===== src/rtl/core/assert_macros.svh =====
// ----------------------------------------------------------------------------
// Assertion macros
// Clocked implication checks used by the RTL in this folder.
// ----------------------------------------------------------------------------
`ifndef ASSERT_MACROS_SVH
`define ASSERT_MACROS_SVH

// Same-cycle implication, switched off while reset is high
`define ASSERT_IMPLY(label, clk, rst, ante, cons, msg) \
  label: assert property (@(posedge clk) disable iff (rst) (ante) |-> (cons)) else $error(msg);

// Next-cycle implication, switched off while reset is high
`define ASSERT_NEXT(label, clk, rst, ante, cons, msg) \
  label: assert property (@(posedge clk) disable iff (rst) (ante) |=> (cons)) else $error(msg);

`endif


===== src/rtl/core/rcts_pkg.sv =====
// ----------------------------------------------------------------------------
// rcts_pkg
// Word types and register indexes of the rectangle clip and tile splitter.
// ----------------------------------------------------------------------------
`default_nettype none

package rcts_pkg;

  // Rectangle word taken on the command side
  typedef struct packed {
    logic        [15:0] in_x;
    logic        [15:0] in_y;
    logic        [15:0] in_w;
    logic        [15:0] in_h;
    logic signed [31:0] in_enc;
    logic        [15:0] in_src_x;
    logic        [15:0] in_src_y;
  } in_word_t;

  // Piece word given on the result side
  typedef struct packed {
    logic        [15:0] out_x;
    logic        [15:0] out_y;
    logic        [15:0] out_w;
    logic        [15:0] out_h;
    logic signed [31:0] out_enc;
    logic        [15:0] out_src_x;
    logic        [15:0] out_src_y;
    logic               out_last;
  } out_word_t;

  // Configuration register indexes (byte address / 4)
  typedef enum logic [2:0] {
    REG_CLIP_X        = 3'd0,
    REG_CLIP_Y        = 3'd1,
    REG_CLIP_W        = 3'd2,
    REG_CLIP_H        = 3'd3,
    REG_SPLIT_ENABLE  = 3'd4,
    REG_COPYRECT_CODE = 3'd5
  } reg_index_t;

endpackage

`default_nettype wire


===== src/rtl/core/rect_clip_and_tile_split.sv =====
// ----------------------------------------------------------------------------
// rect_clip_and_tile_split
// Clips rectangles to a window and cuts large ones on the tile grid.
// ----------------------------------------------------------------------------
// Usage:
//   Command side: a rectangle word on in_data is taken at a clock edge with
//   start high and busy low. Result side: each piece shows on out_data for
//   one cycle with out_strobe high; out_last marks the final piece of a
//   rectangle. A rectangle clipped to nothing gives no piece at all.
//   Configuration: APB-style port, registers at byte address 4*index.
//   Write it only while the block is empty.
// Pipeline and throughput:
//   A taken word passes stage 0, stages 1 to 3 and the emitter before its
//   first piece shows. A rectangle gives one, two or three pieces, one a
//   cycle, and the single result port sets the rate: a word every cycle
//   for one-piece rectangles; the pipe holds while later pieces go out.
//   busy rises while the piece emitter holds more pieces than the one now
//   shown and the input stage is full.
// Reset: rst (synchronous) empties the pipeline and restores the registers.
//   The receiver cannot stall: pieces are sent as soon as they are ready.
// ----------------------------------------------------------------------------
`default_nettype none

`include "assert_macros.svh"

module rect_clip_and_tile_split #(
  parameter int TILE_SIZE = 16
) (
  input  wire                     clk,
  input  wire                     rst,
  // command side
  input  wire                     start,
  output logic                    busy,
  input  rcts_pkg::in_word_t      in_data,
  // result side
  output logic                    out_strobe,
  output rcts_pkg::out_word_t     out_data,
  // configuration port
  input  wire                     psel,
  input  wire                     penable,
  input  wire                     pwrite,
  input  wire  [4:0]              paddr,
  input  wire  [31:0]             pwdata,
  output logic [31:0]             prdata,
  output logic                    pready
);

  import rcts_pkg::*;

  // Grid rounding: q = floor(n / TILE_SIZE) by reciprocal multiply, n < 2^17
  localparam int RECIP_SHIFT = 17 + $clog2(TILE_SIZE);
  localparam int RECIP_M     = (1 << RECIP_SHIFT) / TILE_SIZE + 1;
  localparam int RECIP_W     = $clog2(RECIP_M + 1);
  localparam int PROD_W      = 17 + RECIP_W;
  localparam int AREA_LIMIT  = TILE_SIZE * TILE_SIZE;

  typedef struct packed {
    logic        [15:0] x;
    logic        [15:0] y;
    logic        [16:0] xe;
    logic        [16:0] ye;
    logic        [15:0] rx;
    logic        [15:0] ry;
    logic signed [31:0] enc;
    logic        [15:0] src_x;
    logic        [15:0] src_y;
  } clip_stage_t;

  typedef struct packed {
    logic        [15:0]       x;
    logic        [15:0]       y;
    logic        [15:0]       w;
    logic        [15:0]       h;
    logic                     empty;
    logic                     is_copy;
    logic signed [31:0]       enc;
    logic        [15:0]       src_x;
    logic        [15:0]       src_y;
    logic        [31:0]       area;
    logic        [PROD_W-1:0] prod_x;
    logic        [PROD_W-1:0] prod_y;
  } size_stage_t;

  typedef struct packed {
    logic        [15:0] x;
    logic        [15:0] y;
    logic        [15:0] w;
    logic        [15:0] h;
    logic               empty;
    logic               is_copy;
    logic signed [31:0] enc;
    logic        [15:0] src_x;
    logic        [15:0] src_y;
    logic               area_big;
    logic        [15:0] xa;
    logic        [15:0] ya;
  } grid_stage_t;

  // Configuration registers
  logic        [15:0] clip_x;
  logic        [15:0] clip_y;
  logic        [15:0] clip_w;
  logic        [15:0] clip_h;
  logic               split_enable;
  logic signed [31:0] copyrect_code;

  // Pipeline registers
  logic        s0_valid;
  in_word_t    s0;
  logic        s1_valid;
  clip_stage_t s1;
  clip_stage_t s1_next;
  logic        s2_valid;
  size_stage_t s2;
  size_stage_t s2_next;
  logic        s3_valid;
  grid_stage_t s3;
  grid_stage_t s3_next;

  // Piece emitter
  logic        emit_valid;
  logic [1:0]  rem;
  out_word_t   pieces [3];
  out_word_t   built  [3];
  logic [1:0]  built_cnt;

  logic        adv;
  logic        accept;
  reg_index_t  reg_sel;
  logic        cfg_write;

  // Stage 1 helpers
  logic [16:0] rect_xe;
  logic [16:0] rect_ye;
  logic [16:0] win_xe;
  logic [16:0] win_ye;

  // Stage 2 helpers
  logic [17:0] w_full;
  logic [17:0] h_full;
  logic [16:0] round_x;
  logic [16:0] round_y;

  // Stage 3 helpers
  logic [16:0] qx;
  logic [16:0] qy;

  // Piece build helpers
  logic [18:0] bw_full;
  logic [18:0] bh_full;
  logic        split_go;
  out_word_t   whole_piece;
  out_word_t   top_piece;
  out_word_t   left_piece;
  out_word_t   body_piece;

  // --------------------------------------------------------------------------
  // Configuration port
  // --------------------------------------------------------------------------
  assign pready    = 1'b1;
  assign cfg_write = psel && penable && pwrite && pready;
  assign reg_sel   = reg_index_t'(paddr[4:2]);

  always_ff @(posedge clk) begin
    if (rst) begin
      clip_x        <= '0;
      clip_y        <= '0;
      clip_w        <= 16'hFFFF;
      clip_h        <= 16'hFFFF;
      split_enable  <= 1'b0;
      copyrect_code <= 32'sd1;
    end else if (cfg_write) begin
      unique case (reg_sel)
        REG_CLIP_X:        clip_x        <= pwdata[15:0];
        REG_CLIP_Y:        clip_y        <= pwdata[15:0];
        REG_CLIP_W:        clip_w        <= pwdata[15:0];
        REG_CLIP_H:        clip_h        <= pwdata[15:0];
        REG_SPLIT_ENABLE:  split_enable  <= pwdata[0];
        REG_COPYRECT_CODE: copyrect_code <= $signed(pwdata);
        default: ;
      endcase
    end
  end

  // Read back the addressed register
  always_comb begin
    unique case (reg_sel)
      REG_CLIP_X:        prdata = {16'h0000, clip_x};
      REG_CLIP_Y:        prdata = {16'h0000, clip_y};
      REG_CLIP_W:        prdata = {16'h0000, clip_w};
      REG_CLIP_H:        prdata = {16'h0000, clip_h};
      REG_SPLIT_ENABLE:  prdata = {31'h0, split_enable};
      REG_COPYRECT_CODE: prdata = copyrect_code;
      default:           prdata = '0;
    endcase
  end

  // --------------------------------------------------------------------------
  // Flow control: the whole pipe moves when the emitter frees up
  // --------------------------------------------------------------------------
  assign adv    = !emit_valid || (rem == 2'd1);
  assign busy   = s0_valid && !adv;
  assign accept = start && !busy;

  // Stage 0: hold the command word
  always_ff @(posedge clk) begin
    if (rst) begin
      s0_valid <= 1'b0;
    end else if (accept) begin
      s0_valid <= 1'b1;
    end else if (adv) begin
      s0_valid <= 1'b0;
    end
  end

  always_ff @(posedge clk) begin
    if (accept) begin
      s0 <= in_data;
    end
  end

  // Stage 1: intersect with the clip window
  assign rect_xe = {1'b0, s0.in_x} + {1'b0, s0.in_w};
  assign rect_ye = {1'b0, s0.in_y} + {1'b0, s0.in_h};
  assign win_xe  = {1'b0, clip_x} + {1'b0, clip_w};
  assign win_ye  = {1'b0, clip_y} + {1'b0, clip_h};

  always_comb begin
    s1_next.x     = (s0.in_x > clip_x) ? s0.in_x : clip_x;
    s1_next.y     = (s0.in_y > clip_y) ? s0.in_y : clip_y;
    s1_next.xe    = (rect_xe < win_xe) ? rect_xe : win_xe;
    s1_next.ye    = (rect_ye < win_ye) ? rect_ye : win_ye;
    s1_next.rx    = s0.in_x;
    s1_next.ry    = s0.in_y;
    s1_next.enc   = s0.in_enc;
    s1_next.src_x = s0.in_src_x;
    s1_next.src_y = s0.in_src_y;
  end

  // Stage 2: extents, copy source shift, area and grid products
  assign w_full  = {1'b0, s1.xe} - {2'b00, s1.x};
  assign h_full  = {1'b0, s1.ye} - {2'b00, s1.y};
  assign round_x = {1'b0, s1.x} + 17'(TILE_SIZE - 1);
  assign round_y = {1'b0, s1.y} + 17'(TILE_SIZE - 1);

  always_comb begin
    s2_next.x       = s1.x;
    s2_next.y       = s1.y;
    s2_next.w       = w_full[15:0];
    s2_next.h       = h_full[15:0];
    s2_next.empty   = w_full[17] || (w_full == '0) || h_full[17] || (h_full == '0);
    s2_next.is_copy = (s1.enc == copyrect_code);
    s2_next.enc     = s1.enc;
    s2_next.src_x   = s2_next.is_copy ? s1.src_x + (s1.x - s1.rx) : '0;
    s2_next.src_y   = s2_next.is_copy ? s1.src_y + (s1.y - s1.ry) : '0;
    s2_next.area    = {16'h0000, w_full[15:0]} * {16'h0000, h_full[15:0]};
    s2_next.prod_x  = PROD_W'(round_x) * PROD_W'(RECIP_M);
    s2_next.prod_y  = PROD_W'(round_y) * PROD_W'(RECIP_M);
  end

  // Stage 3: area test and aligned corner
  assign qx = 17'(s2.prod_x >> RECIP_SHIFT);
  assign qy = 17'(s2.prod_y >> RECIP_SHIFT);

  always_comb begin
    s3_next.x        = s2.x;
    s3_next.y        = s2.y;
    s3_next.w        = s2.w;
    s3_next.h        = s2.h;
    s3_next.empty    = s2.empty;
    s3_next.is_copy  = s2.is_copy;
    s3_next.enc      = s2.enc;
    s3_next.src_x    = s2.src_x;
    s3_next.src_y    = s2.src_y;
    s3_next.area_big = s2.area > 32'(AREA_LIMIT);
    s3_next.xa       = 16'(qx * 17'(TILE_SIZE));
    s3_next.ya       = 16'(qy * 17'(TILE_SIZE));
  end

  // Advance stages 1 to 3
  always_ff @(posedge clk) begin
    if (rst) begin
      s1_valid <= 1'b0;
      s2_valid <= 1'b0;
      s3_valid <= 1'b0;
    end else if (adv) begin
      s1_valid <= s0_valid;
      s2_valid <= s1_valid;
      s3_valid <= s2_valid;
    end
  end

  always_ff @(posedge clk) begin
    if (adv) begin
      s1 <= s1_next;
      s2 <= s2_next;
      s3 <= s3_next;
    end
  end

  // --------------------------------------------------------------------------
  // Piece build: whole rectangle, or top strip, left strip and body
  // --------------------------------------------------------------------------
  assign bw_full  = {3'b000, s3.w} + {3'b000, s3.x} - {3'b000, s3.xa};
  assign bh_full  = {3'b000, s3.h} + {3'b000, s3.y} - {3'b000, s3.ya};
  assign split_go = split_enable && !s3.is_copy && s3.area_big &&
                    !bw_full[18] && (bw_full >= 19'(TILE_SIZE)) &&
                    !bh_full[18] && (bh_full >= 19'(TILE_SIZE));

  always_comb begin
    whole_piece = '{out_x: s3.x, out_y: s3.y, out_w: s3.w, out_h: s3.h,
                    out_enc: s3.enc, out_src_x: s3.src_x, out_src_y: s3.src_y,
                    out_last: 1'b0};
    top_piece   = '{out_x: s3.x, out_y: s3.y, out_w: s3.w, out_h: s3.ya - s3.y,
                    out_enc: s3.enc, out_src_x: 16'h0000, out_src_y: 16'h0000,
                    out_last: 1'b0};
    left_piece  = '{out_x: s3.x, out_y: s3.ya, out_w: s3.xa - s3.x,
                    out_h: bh_full[15:0], out_enc: s3.enc, out_src_x: 16'h0000,
                    out_src_y: 16'h0000, out_last: 1'b0};
    body_piece  = '{out_x: s3.xa, out_y: s3.ya, out_w: bw_full[15:0],
                    out_h: bh_full[15:0], out_enc: s3.enc, out_src_x: 16'h0000,
                    out_src_y: 16'h0000, out_last: 1'b0};
  end

  always_comb begin
    built     = '{default: '0};
    built_cnt = 2'd0;
    if (s3_valid && !s3.empty) begin
      if (split_go) begin
        if (s3.ya != s3.y) begin
          built[built_cnt] = top_piece;
          built_cnt        = built_cnt + 2'd1;
        end
        if (s3.xa != s3.x) begin
          built[built_cnt] = left_piece;
          built_cnt        = built_cnt + 2'd1;
        end
        built[built_cnt] = body_piece;
        built_cnt        = built_cnt + 2'd1;
      end else begin
        built[0]  = whole_piece;
        built_cnt = 2'd1;
      end
    end
  end

  // --------------------------------------------------------------------------
  // Emitter: load a rectangle's pieces, then shift one out per cycle
  // --------------------------------------------------------------------------
  always_ff @(posedge clk) begin
    if (rst) begin
      emit_valid <= 1'b0;
      rem        <= 2'd0;
    end else if (adv) begin
      emit_valid <= (built_cnt != 2'd0);
      rem        <= built_cnt;
    end else begin
      rem        <= rem - 2'd1;
    end
  end

  always_ff @(posedge clk) begin
    if (adv) begin
      pieces <= built;
    end else begin
      pieces[0] <= pieces[1];
      pieces[1] <= pieces[2];
    end
  end

  // Drive the current piece
  assign out_strobe = emit_valid;

  always_comb begin
    out_data          = pieces[0];
    out_data.out_last = (rem == 2'd1);
  end

  // --------------------------------------------------------------------------
  // Checks
  // --------------------------------------------------------------------------
  `ASSERT_IMPLY(a_busy_needs_emit, clk, rst, busy, emit_valid && (rem != 2'd1), "busy without pending pieces")
  `ASSERT_IMPLY(a_strobe_has_rem, clk, rst, out_strobe, rem != 2'd0, "strobe with no piece left")
  `ASSERT_NEXT(a_pieces_continue, clk, rst, out_strobe && !out_data.out_last, out_strobe, "piece run broken before last")
  `ASSERT_NEXT(a_stall_holds_s3, clk, rst, emit_valid && (rem != 2'd1), $stable(s3_valid) && $stable(s3), "stage 3 moved while stalled")

endmodule

`default_nettype wire


===== config.mk =====
export PLATFORM = sky130hd
export DESIGN_NAME = rect_clip_and_tile_split
export DESIGN_NICKNAME = d
export VERILOG_FILES = /design/src/rtl/core/rcts_pkg.sv /design/src/rtl/core/rect_clip_and_tile_split.sv
export VERILOG_INCLUDE_DIRS = /design/src /design/src/rtl/core
export SDC_FILE = /design/constraint.sdc
export NUM_CORES = 2
export LEC_CHECK = 0
export BUFFER_PORTS_ARGS = -buffer_cell sky130_fd_sc_hd__buf_2
export CAP_MARGIN = 20
export CORE_MARGIN = 2
export CORE_UTILIZATION = 50
export DETAILED_ROUTE_END_ITERATION = 10
export GPL_TIMING_DRIVEN = 0
export HOLD_SLACK_MARGIN = 0.05
export MAX_ROUTING_LAYER = met4
export PLACE_DENSITY_LB_ADDON = 0.3
export SYNTH_ARGS = -nofsm -noshare
export SYNTH_HDL_FRONTEND = slang
export SYNTH_SLANG_ARGS = --single-unit

===== constraint.sdc =====
create_clock -name clk -period 14.6 [get_ports clk]
set_clock_uncertainty 0.1 [all_clocks]
set_input_delay 2.19 -clock clk [delete_from_list [all_inputs] [get_ports clk]]
set_output_delay 2.19 -clock clk [all_outputs]
set_load 0.03 [all_outputs]

==> out/metrics.csv <==
stage,metric,value,unit
placement,place_area,61600,um2
cts,post-cts-setup-buffer-count,0,
timing,setup_violations,0,
floorplan,start_util,50.4,%
worst_setup_path,slowest_delay,0.70,ns
route,vias,40920,
synth,synth_area_leaders,"edfxtp_1 (37%), dfxtp_1 (11%), fa_1 (8.8%)",
synth,synth_edf_count,719,
synth,yosys.area.top_type,edfxtp_1,
synth,avgSynthCellArea,11.1,um2
grt,grt_use_total,28.7,%
cts,cts_resized,0,
worst_setup_path,end_kind,flip-flop,
timing,worst_pin_slew,1.26,ns
placement,dp_slack,4.76,ns
route,wl_per_cell,22.7,um
finish,fill_cells,9598,
cts,h-tree-depth,3,
worst_setup_path,cp.required,14.94,ns
grt,antenna_found_initial,12,
grt,grt_pass1_vias,39599,
floorplan,core_area,114000,um2
cts,root_buffer,clkbuf_16,
min_path,hold_class,reg2reg,
finish,design_area,65300,um2
timing,setup_slack,4.52,ns
outcome,status,finished clean,
floorplan,rows,124,
route,drtAntennaViolNets,0,
floorplan,die_w,344,um
cts,cts_buffers,107,
timing,slew_viol_final,0,
worst_setup_path,start_kind,flip-flop,
worst_setup_path,worst_path_most_repeated_cell,fa_1,
grt,grt_max_degree,48,
finish,layout.nets,6442,
synth,synthFlopType,edfxtp_1,
cts,cts.path.max_buffers,3,
timing,fmax,99.2,MHz
route,finalWirelength,165,mm
cts,clock_latency,0.71,ns
timing,fin_crit_sh,69.0,%
finish,drive_above_1_share,13.7,%
floorplan,die_h,344,um
worst_setup_path,cp.arrival,10.42,ns
synth,synth_cells,5188,
placement,gp_congestion,0.980,
finish,multi_input_area,25500,um2
synth,ys_ff_latch,1043,
synth,yosysSeqAreaShare,48.7,%
cts,cts.hold.buffers_added,0,
cts,numClockSinks,1043,
worst_setup_path,crit_path_max_fanout,10,
timing,finalSetupTns,0,ns
worst_setup_path,cp_slowest_cell,o21ai_0,
cts,path_clk_slew,0.06,ns
flow_run,drv_cap,0,
timing,rsz0062_at_grt,no,
synth,ys_types,88,
grt,grt_pass1_wl,244,mm
synth,ys_top_cells_by_count,"edfxtp_1 (719), inv_1 (603), nand2_1 (493)",
synth,synthArstFlopShare,0,%
timing,hold_violations,0,
finish,area_growth,13.4,%
placement,port-buffer-count,329,
route,drt_iter0_drc,3938,
worst_setup_path,criticalPathCategory,reg2reg,
floorplan,ioPinCount,335,
synth,synth_most_common_cell,edfxtp_1,
timing,finalCriticalPeriod,10.08,ns
route,vias_per_cell,5.63,
synth,synth_top_cell_area_share,37.5,%
grt,overflow,0,
synth,synth_nets,5976,
placement,post-dp-hpwl,131,mm
timing,slew_headroom,15.4,%
synth,yosys_warnings,0,
cts,tritoncts,built,
synth,synth.cell_area,57600,um2
floorplan,dieArea,118000,um2
finish,seqCellArea,28100,um2
route,remaining_drc_errors,0,
route,dr.pass1.iters,8,
==> layer usage <==
layer  up-vias  share of wire, %  global-route usage, %
li1      18920                 -                      -
met1     20058                42                   38.6
met2      1665                47                   44.7
met3       277               8.1                   4.50
met4         0               3.3                   8.99
met5         -                 0                      -
==> registers in the layout, indices dropped and copies added (netlist names), 2 cells and up <==
signal and flops:
clip_y 16, clip_w 16, clip_x 16, body_piece 56, qy 11, rem 2
s0 128, clip_h 16, qx 11, copyrect_code 32, s3 83, pieces 180
s1 162, left_piece 16, out_data 128, s2 164
==> cell usage in the layout, fill, tap and decap left out, types with 52 or more instances in the layout <==
cell / synthesis / layout
nand2_1: 493 / 493
xnor2_1: 137 / 137
inv_1: 603 / 602
a22o_1: 97 / 97
buf_4: 133 / 142
a21oi_1: 247 / 247
buf_2: 12 / 341
nor2_1: 270 / 270
a21o_1: 80 / 80
clkbuf_16: 0 / 112
fa_1: 254 / 254
and3_1: 53 / 53
nor3_1: 63 / 63
ha_1: 363 / 363
and2_1: 172 / 172
edfxtp_1: 719 / 719
xor2_1: 99 / 99
dfxtp_1: 324 / 324
nand3_1: 66 / 66
clkbuf_1: 139 / 153
nand4_1: 52 / 52
o21ai_0: 158 / 158
==> per-stage QoR <==
step / cells / utilization [%] / hold WS, ns
4_1_cts: 7258 / 57.1 / 0.308
2_1_floorplan: 5188 / - / 0.300
3_3_place_gp: 7029 / 53.5 / 0.301
6_report: 7267 / 57.1 / 0.312
3_5_place_dp: 7056 / 53.9 / 0.305
5_1_grt: 7266 / 57.1 / 0.318
==> final timing paths <==
check	start	end	slack, ns	cells after the start
worst max-delay path	s1[146]$_DFFE_PN_	s2[101]$_DFFE_PN_	4.52	28
worst min-delay path	s2[151]$_DFFE_PN_	body_piece[50]$_DFFE_PN_	0.31	0
worst max register to register	s1[146]$_DFFE_PN_	s2[101]$_DFFE_PN_	4.52	28
worst min register to register	s2[151]$_DFFE_PN_	body_piece[50]$_DFFE_PN_	0.31	0
==> worst max-delay path: cells and delay by family (launching register included) <==
| family | cells | cell delay [ns] |
|---|---|---|
| adder cells (fa/ha/maj) | 9 | 4.14 |
| AO/OA/AOI/OAI | 9 | 3.18 |
| buffers and inverters | 6 | 0.84 |
| XOR/XNOR | 2 | 0.75 |
| flip-flops | 1 | 0.47 |
| AND/OR/NAND/NOR | 2 | 0.34 |
==> final cells by class <==
| cell class | instances | area share, % |
|---|---|---|
| Buffer | 308 | 2.73 |
| Inverter | 614 | 3.53 |
| Clock buffer | 132 | 4.50 |
| Sequential cell | 1043 | 43.0 |
| Timing Repair Buffer | 357 | 3.21 |
| Antenna cell | 8 | 0.0306 |
| Clock inverter | 70 | 1.15 |
| Multi-Input combinational cell | 3223 | 39.0 |
| Tap cell | 1512 | 2.90 |
==> cell families (layout without fill, tap and decap cells) <==
family / after synthesis / after routing / synth area share (%)
flip-flops: 1043 / 1043 / 48.7
AND/OR/NAND/NOR: 1363 / 1363 / 11.4
other: 1 / 9 / 0.00651
multiplexers: 62 / 62 / 1.36
buffers and inverters: 922 / 1481 / 7.09
XOR/XNOR: 237 / 237 / 3.61
AO/OA/AOI/OAI: 943 / 943 / 11.1
adder cells (fa/ha/maj): 617 / 617 / 16.7
Power is not shown: default switching activity piles up to over one toggle a cycle in this logic, so the estimate is an artifact.
